**src/rtl/life_generation_row_engine_unit_macros.svh**
```systemverilog
// assertion helpers used by the output queue
`ifndef LIFE_GENERATION_ROW_ENGINE_UNIT_MACROS_SVH
`define LIFE_GENERATION_ROW_ENGINE_UNIT_MACROS_SVH

// property that must hold at every rising clock edge outside reset
`define LGE_ASSERT_ALWAYS(label, prop, msg) \
    label: assert property (@(posedge clk) disable iff (!rst_n) (prop)) else $error(msg);

// antecedent in one cycle implies consequent in the next
`define LGE_ASSERT_NEXT(label, ante, cons, msg) \
    label: assert property (@(posedge clk) disable iff (!rst_n) (ante) |=> (cons)) \
        else $error(msg);

`endif

```
**src/rtl/lge_pkg.sv**
```systemverilog
package lge_pkg;

    // fixed widths of the stream fields and the width register
    localparam int ROW_BITS   = 64;
    localparam int WIDTH_BITS = 7;
    localparam logic [WIDTH_BITS-1:0] WIDTH_RESET = 7'd64;

    // output queue size: holds a waiting beat plus the two beats of a last row
    localparam int QDEPTH   = 3;
    localparam int QCNT_BITS = 2;

    // masked cell bits one column hands to its neighbours
    typedef struct packed {
        logic upper;
        logic middle;
        logic cur;
    } lge_nbr_t;

    // one result beat
    typedef struct packed {
        logic                last;
        logic [ROW_BITS-1:0] bits;
    } lge_item_t;

    // which results an accepted row produces
    typedef struct packed {
        logic mid_row;
        logic last_row;
    } lge_push_t;

    // count of live bits among eight neighbours
    function automatic logic [3:0] popcount8(input logic [7:0] v);
        logic [3:0] sum;
        sum = 4'd0;
        for (int i = 0; i < 8; i++) begin
            sum = sum + {3'b000, v[i]};
        end
        return sum;
    endfunction

endpackage

```
**src/rtl/life_generation_row_engine_unit.sv**
```systemverilog
// One generation of Life (B3/S23) over a grid streamed one row per beat, top row first.
// A row of cells, one per column, holds the two previous rows; the next generation
// of the middle row leaves as soon as the row below it is accepted, so output runs
// one row behind input, and the bottom row (s_axis_tlast) releases two beats, the
// second with m_axis_tlast set. A one-row frame gives a single beat. The engine takes
// one row per clock: the result is written the same cycle into a three-beat output
// queue, and a row is accepted whenever at most one beat waits there, so with the
// output always ready only the row after a bottom row is held back.
// row_width, written through cfg_wr_en/cfg_wr_data (the user must write it only while no
// result beat is pending; the block does not enforce this), sets the live columns and applies
// at once, to held rows as well; columns at or above it or MAX_WIDTH are dead and read back as zero.
module life_generation_row_engine_unit
    import lge_pkg::*;
#(
    parameter int MAX_WIDTH = 64
)
(
    input  logic                  clk,
    input  logic                  rst_n,
    input  logic                  cfg_wr_en,
    input  logic [WIDTH_BITS-1:0] cfg_wr_data,    // row_width
    input  logic                  s_axis_tvalid,
    output logic                  s_axis_tready,
    input  logic [ROW_BITS-1:0]   s_axis_tdata,   // [63:0] row_bits
    input  logic                  s_axis_tlast,   // last_row
    output logic                  m_axis_tvalid,
    input  logic                  m_axis_tready,
    output logic [ROW_BITS-1:0]   m_axis_tdata,   // [63:0] next_bits
    output logic                  m_axis_tlast    // frame_end
);

    logic [WIDTH_BITS-1:0] width_reg;
    logic                  have_mid_reg, have_mid_next;
    logic                  in_acc;
    logic [MAX_WIDTH-1:0]  live;
    logic [MAX_WIDTH-1:0]  res_mid;
    logic [MAX_WIDTH-1:0]  res_last;
    lge_nbr_t              own [MAX_WIDTH];
    lge_push_t             push;
    lge_item_t             item_mid;
    lge_item_t             item_last;
    logic                  room_two;

    assign in_acc        = s_axis_tvalid & s_axis_tready;
    assign s_axis_tready = room_two;

    // width register
    always_ff @(posedge clk or negedge rst_n)
    begin
        if (!rst_n)
        begin
            width_reg <= WIDTH_RESET;
        end
        else if (cfg_wr_en)
        begin
            width_reg <= cfg_wr_data;
        end
    end

    // a middle row is held once a frame has begun
    assign have_mid_next = in_acc ? !s_axis_tlast : have_mid_reg;

    always_ff @(posedge clk or negedge rst_n)
    begin
        if (!rst_n)
        begin
            have_mid_reg <= 1'b0;
        end
        else
        begin
            have_mid_reg <= have_mid_next;
        end
    end

    // row of column cells, each wired to its left and right neighbour
    for (genvar c = 0; c < MAX_WIDTH; c++)
    begin : g_col
        localparam logic [WIDTH_BITS-1:0] COL = WIDTH_BITS'(c);
        lge_nbr_t left_n;
        lge_nbr_t right_n;

        assign live[c] = (width_reg > COL);

        if (c == 0)
        begin : g_left_edge
            assign left_n = '0;
        end
        else
        begin : g_left
            assign left_n = own[c-1];
        end

        if (c == MAX_WIDTH - 1)
        begin : g_right_edge
            assign right_n = '0;
        end
        else
        begin : g_right
            assign right_n = own[c+1];
        end

        lge_cell u_cell (
            .clk      (clk),
            .rst_n    (rst_n),
            .load     (in_acc),
            .last     (s_axis_tlast),
            .live     (live[c]),
            .cur_bit  (s_axis_tdata[c]),
            .left     (left_n),
            .right    (right_n),
            .own      (own[c]),
            .res_mid  (res_mid[c]),
            .res_last (res_last[c])
        );
    end

    // result beats of the accepted row
    assign push.mid_row  = in_acc & have_mid_reg;
    assign push.last_row = in_acc & s_axis_tlast;
    assign item_mid.bits  = ROW_BITS'(res_mid);
    assign item_mid.last  = 1'b0;
    assign item_last.bits = ROW_BITS'(res_last);
    assign item_last.last = 1'b1;

    lge_out_queue u_queue (
        .clk           (clk),
        .rst_n         (rst_n),
        .push          (push),
        .item_mid      (item_mid),
        .item_last     (item_last),
        .room_two      (room_two),
        .m_axis_tvalid (m_axis_tvalid),
        .m_axis_tready (m_axis_tready),
        .m_axis_tdata  (m_axis_tdata),
        .m_axis_tlast  (m_axis_tlast)
    );

endmodule

```
**src/rtl/lge_cell.sv**
```systemverilog
module lge_cell
    import lge_pkg::*;
(
    input  logic     clk,
    input  logic     rst_n,
    input  logic     load,
    input  logic     last,
    input  logic     live,
    input  logic     cur_bit,
    input  lge_nbr_t left,
    input  lge_nbr_t right,
    output lge_nbr_t own,
    output logic     res_mid,
    output logic     res_last
);

    logic upper_reg, upper_next;
    logic middle_reg, middle_next;
    logic [3:0] cnt_mid;
    logic [3:0] cnt_last;

    // cells beyond the live width read as dead
    assign own.upper  = upper_reg & live;
    assign own.middle = middle_reg & live;
    assign own.cur    = cur_bit & live;

    // neighbour counts for the middle row and for the incoming row
    assign cnt_mid = popcount8({left.upper, own.upper, right.upper,
                                left.middle, right.middle,
                                left.cur, own.cur, right.cur});
    assign cnt_last = popcount8({left.middle, own.middle, right.middle,
                                 left.cur, right.cur, 3'b000});

    // born on three, survives on two or three
    assign res_mid  = live & ((cnt_mid == 4'd3) | (own.middle & (cnt_mid == 4'd2)));
    assign res_last = live & ((cnt_last == 4'd3) | (own.cur & (cnt_last == 4'd2)));

    // shift the column up by one row, clear at the end of a frame
    always_comb
    begin
        upper_next  = upper_reg;
        middle_next = middle_reg;
        if (load)
        begin
            if (last)
            begin
                upper_next  = 1'b0;
                middle_next = 1'b0;
            end
            else
            begin
                upper_next  = own.middle;
                middle_next = own.cur;
            end
        end
    end

    always_ff @(posedge clk or negedge rst_n)
    begin
        if (!rst_n)
        begin
            upper_reg  <= 1'b0;
            middle_reg <= 1'b0;
        end
        else
        begin
            upper_reg  <= upper_next;
            middle_reg <= middle_next;
        end
    end

endmodule

```
**src/rtl/lge_out_queue.sv**
```systemverilog
`include "life_generation_row_engine_unit_macros.svh"

module lge_out_queue
    import lge_pkg::*;
(
    input  logic                clk,
    input  logic                rst_n,
    input  lge_push_t           push,
    input  lge_item_t           item_mid,
    input  lge_item_t           item_last,
    output logic                room_two,
    output logic                m_axis_tvalid,
    input  logic                m_axis_tready,
    output logic [ROW_BITS-1:0] m_axis_tdata,
    output logic                m_axis_tlast
);

    lge_item_t q_reg [QDEPTH];
    lge_item_t q_next [QDEPTH];
    logic [QCNT_BITS-1:0] cnt_reg, cnt_next;
    logic pop;

    assign pop           = m_axis_tvalid & m_axis_tready;
    assign m_axis_tvalid = (cnt_reg != '0);
    assign m_axis_tdata  = q_reg[0].bits;
    assign m_axis_tlast  = q_reg[0].last;
    // space for the two beats of a last row
    assign room_two      = (cnt_reg <= QCNT_BITS'(QDEPTH - 2));

    // shift out the head beat, then append new beats behind the rest
    always_comb
    begin
        logic [QCNT_BITS-1:0] fill;
        fill = cnt_reg;
        for (int i = 0; i < QDEPTH; i++)
        begin
            q_next[i] = q_reg[i];
        end
        if (pop)
        begin
            for (int i = 0; i < QDEPTH - 1; i++)
            begin
                q_next[i] = q_reg[i+1];
            end
            fill = fill - 1'b1;
        end
        if (push.mid_row)
        begin
            for (int i = 0; i < QDEPTH; i++)
            begin
                if (fill == QCNT_BITS'(i))
                begin
                    q_next[i] = item_mid;
                end
            end
            fill = fill + 1'b1;
        end
        if (push.last_row)
        begin
            for (int i = 0; i < QDEPTH; i++)
            begin
                if (fill == QCNT_BITS'(i))
                begin
                    q_next[i] = item_last;
                end
            end
            fill = fill + 1'b1;
        end
        cnt_next = fill;
    end

    // beat storage
    always_ff @(posedge clk)
    begin
        for (int i = 0; i < QDEPTH; i++)
        begin
            q_reg[i] <= q_next[i];
        end
    end

    // fill count
    always_ff @(posedge clk or negedge rst_n)
    begin
        if (!rst_n)
        begin
            cnt_reg <= '0;
        end
        else
        begin
            cnt_reg <= cnt_next;
        end
    end

    `LGE_ASSERT_ALWAYS(a_cnt_bound, cnt_reg <= QCNT_BITS'(QDEPTH), "queue count out of range")
    `LGE_ASSERT_ALWAYS(a_two_fit, !(push.mid_row && push.last_row) || cnt_reg <= 2'd1 || pop,
        "two beats pushed without room")
    `LGE_ASSERT_NEXT(a_no_drop, !pop, cnt_reg >= $past(cnt_reg), "beat lost without handshake")

endmodule
```
**config.mk**
```make
export PLATFORM = sky130hd
export DESIGN_NAME = life_generation_row_engine_unit
export DESIGN_NICKNAME = d
export VERILOG_FILES = /design/src/rtl/lge_pkg.sv /design/src/rtl/life_generation_row_engine_unit.sv /design/src/rtl/lge_cell.sv /design/src/rtl/lge_out_queue.sv
export VERILOG_INCLUDE_DIRS = /design/src /design/src/rtl
export SDC_FILE = /design/constraint.sdc
export NUM_CORES = 2
export LEC_CHECK = 0
export ABC_AREA = 1
export BUFFER_PORTS_ARGS = -buffer_cell sky130_fd_sc_hd__buf_2
export CAP_MARGIN = 20
export CORE_MARGIN = 2
export CORE_UTILIZATION = 30
export CTS_BUF_LIST = sky130_fd_sc_hd__clkbuf_4
export DETAILED_ROUTE_END_ITERATION = 8
export MAX_ROUTING_LAYER = met4
export PLACE_DENSITY = 0.56
export SYNTH_ARGS = -nofsm -noshare
export SYNTH_HDL_FRONTEND = slang
export SYNTH_SLANG_ARGS = --single-unit
```
**constraint.sdc**
```tcl
create_clock -name clk -period 5 [get_ports clk]
set_input_delay 0.25 -clock clk [delete_from_list [all_inputs] [get_ports clk]]
set_output_delay 0.25 -clock clk [all_outputs]
set_load 0.01 [all_outputs]
```
==> results.yml <==
yosys:
  seq_area_frac_synth_pct: 22.2
  async_flop_share_pct: 41.4
  synth_top_cells_by_area: "fa_1 23%, dfxtp_1 12%, dfrtp_1 10%"
  synth_warnings: 0
  synth_nets: 4873
  synth_top_area_share_pct: 22.9
  avgSynthCellArea_um2: 7.86
  synth_cell_types: 56
  yosysTopAreaCell: "fa_1"
  syn_inst: 4209
  ys.flop_type: "dfxtp_1"
  synth.ff_latch_count: 333
  synth_edf_count: 0
  netlist_area_um2: 33100
sta:
  tns_ns: 0
  finalHoldViolCount: 0
  setup_violations: 0
  slew_violations: 0
  max_slew.worst_pin.slew_ns: 1.12
  finalCritPeriodShare_pct: 95.2
  fmax_mhz: 210
  finalCriticalPeriod_ns: 4.76
  hold_slack_ns: 0.101
  fin_skew_ns: 0.115
  relSlewSlack_pct: 25.2
  rsz0062_at_grt: "yes"
clock_network:
  insertion_delay_ns: 1.02
  path_clk_slew_ns: 0.07
  cts_root_buffer: "clkbuf_4"
  htreeDepth: 3
  cts_tree: "built"
  cts_buffer_depth: 3
  clock_sinks: 333
  cts_buffers: 107
route:
  drtPass1Iterations: 5
  via_per_inst: 4.76
  drt_iter0_markers: 1748
  num_vias: 28600
  drt-wirelength-per-cell_um: 17.6
  finalWirelength_um: 106000
  ant_nets: 0
  post-route-drc-count: 0
worst_setup_path:
  worstPathArrival_ns: 5.64
  reg2reg_from: "width_reg[6]"
  critical-path-top-delay-family: "adder cells"
  worst-path-buf-inv: 6
  critPathLaunchType: "register"
  path_max_fanout: 13
  worstSetupEndpointType: "register"
  rr_endpoint: "u_queue.q_reg[0][81]"
  cp.required_ns: 5.88
  max_stage_delay_ns: 0.62
  crit_slowest_cell: "dfstp_2"
  crit_path_cell_trace: "inv_2, nand2_4, nor2_1, buf_4, inv_1, o21ai_2, nor2_4, xnor2_1, fa_1, inv_1, fa_1, inv_1, fa_1, inv_1, fa_1, a21oi_1, o21ai_0, or3_1, nand2_1, nand3_1, o21ai_1"
  r2r_cells: 21
  worst-setup-path-type: "register to register"
  reg2reg_slack_ns: 0.24
worst_hold_path:
  min_path_type: "input port to register"
  hold_path_startpoint: "s_axis_tdata[58]"
  min_to: "g_col[58].u_cell.middle_reg"
  whs_path_depth: 5
global_routing:
  grt_pass1_wl_um: 167000
  antenna_found_initial: 6
  grt_pass1_vias: 28700
  overflow: 0
  grt_start_max_net_pins: 72
  grt_usage_pct: 19.5
final_layout:
  largest_reg_flops: 195
  area_delta_synth_final_pct: 14.3
  final_nets: 5109
  stdcell_count: 6009
  final_area_um2: 37800
  drive_gt1_share_pct: 13.5
  fin_util_pct: 34.7
place:
  routabilityCongestion: 0.861
  dp_hpwl_um: 78100
  dp.cells: 5718
  io_buffers: 143
  placed_area_um2: 35400
floorplan:
  core_area_um2: 109000
  boundaryPins: 144
  die_w_um: 336
  fp.dieH_um: 336
  rows: 121
  initial_core_util_pct: 30.3
  die_area_um2: 113000
flow_run:
  drv_cap: 0
power:
  irDropWorstVdd_mv: 0.234
  power_density_nw_per_um2: 473
  p_leak_uw: 0.0184
run_status:
  outcome: "finished, final reports clean"
[worst min-delay path, cell delays in order]
cell and delay (ns):
buf_2 0.10, inv_1 0.21, nor2_2 0.14, inv_1 0.18, o22ai_1 0.10
[metal layers]
| layer | vias to the layer above | part of all wire (%) | wire length [um] | global-route usage [%] |
|---|---|---|---|---|
| li1 | 13700 | - | - | - |
| met1 | 13900 | 45 | 47300 | 25.5 |
| met2 | 747 | 46 | 49200 | 31.2 |
| met3 | 165 | 6.1 | 6400 | 3.06 |
| met4 | 0 | 2.7 | 2840 | 5.79 |
| met5 | - | 0 | 0 | - |
[logic make-up (layout without fill, tap and decap cells)]
logic type / count (synthesis) / in the layout / share of synthesized area [%]
buffers and inverters: 1165 / 1488 / 14.1
muxes: 1 / 1 / 0.0302
adders and majority gates: 587 / 587 / 30.8
xor gates and xnor gates: 107 / 107 / 2.83
DFF: 333 / 333 / 22.2
and+or+nand+nor: 1299 / 1299 / 16.4
other: 0 / 1 / 0
AOI/OAI and AO/OA: 717 / 717 / 13.6
[stage by stage]
stage | worst slack (ns) | power, uW
3_3_place_gp | 0.105 | 14600
5_1_grt | -0.0199 | 19900
2_1_floorplan | 0.761 | 12000
4_1_cts | 0.0724 | 18100
3_5_place_dp | 0.0507 | 14800
6_report | 0.240 | 17900
[layout by cell type (no fill, tap or decap), types with 6 or more instances in the layout]
cell	netlist	final
a211oi_1	10	10
a21oi_1	85	83
a31o_2	33	33
a31oi_1	28	28
buf_2	24	142
buf_4	70	100
clkbuf_4	0	174
clkinv_1	2	10
clkinv_2	0	6
dfrtp_1	137	134
dfxtp_1	195	195
dlygate4sd3_1	0	89
fa_1	378	378
ha_1	209	209
inv_1	913	912
inv_2	43	42
nand2_1	691	678
nand2_2	26	31
nand2_4	1	9
nand3_1	179	179
nand3b_1	6	6
nand4_1	13	13
nor2_1	325	324
nor2_2	18	17
nor2_4	13	15
nor3_1	10	10
nor3b_1	8	8
o2111ai_1	67	67
o211ai_1	69	69
o21ai_0	239	239
o21ai_1	25	23
o21ai_2	18	18
o22ai_1	115	115
xnor2_1	46	46
xor2_1	61	61
[cell usage after synthesis, types with 3 or more instances]
| cell | n |
|---|---|
| a211oi_1 | 10 |
| a21boi_0 | 3 |
| a21oi_1 | 85 |
| a31o_2 | 33 |
| a31oi_1 | 28 |
| buf_1 | 15 |
| buf_2 | 24 |
| buf_4 | 70 |
| clkbuf_1 | 98 |
| dfrtp_1 | 137 |
| dfxtp_1 | 195 |
| fa_1 | 378 |
| ha_1 | 209 |
| inv_1 | 913 |
| inv_2 | 43 |
| nand2_1 | 691 |
| nand2_2 | 26 |
| nand3_1 | 179 |
| nand3b_1 | 6 |
| nand4_1 | 13 |
| nor2_1 | 325 |
| nor2_2 | 18 |
| nor2_4 | 13 |
| nor3_1 | 10 |
| nor3b_1 | 8 |
| nor4_1 | 4 |
| o2111ai_1 | 67 |
| o211ai_1 | 69 |
| o21a_1 | 4 |
| o21ai_0 | 239 |
| o21ai_1 | 25 |
| o21ai_2 | 18 |
| o21bai_1 | 4 |
| o22ai_1 | 115 |
| o31ai_1 | 3 |
| xnor2_1 | 46 |
| xor2_1 | 61 |
[layout make-up]
type                       instances  area, um2
multi-input combinational       2711      21200
tap                             1476       1850
clock inverter                    22        121
timing repair buffer             334       2410
inverter                         958       3600
antenna                            1       2.50
sequential                       333       7360
clock buffer                     174       1310
fill                           11600      71300
[how the worst max path moves through the flow]
stage	end	from	slack (ns)	cells past startpoint
after floorplan	u_queue.q_reg[0][81]	width_reg[6]	0.76	20
after detailed placement	u_queue.q_reg[0][116]	width_reg[2]	0.05	17
after global routing	u_queue.q_reg[0][145]	width_reg[6]	-0.02	20
after global placement	u_queue.q_reg[0][116]	width_reg[2]	0.10	17
final	u_queue.q_reg[0][81]	width_reg[6]	0.24	21
after CTS	u_queue.q_reg[0][1]	width_reg[6]	0.07	19
[repair_timing]
| action | CTS | global route |
|---|---|---|
| endpoints found under the hold margin | 306 | 0 |
| setup endpoints to repair | 0 | 76 |
| hold buffers | 90 | 0 |
| setup buffers | 0 | 4 |
| resized for setup | 0 | 19 |
[where the power goes]
part | internal [uW] | total [uW] | switching, uW
sequential | 3710 | 4300 | 592
clock | 1570 | 3060 | 1490
combinational | 3980 | 10500 | 6540
Note: power is estimated with default switching activity, not from simulation.
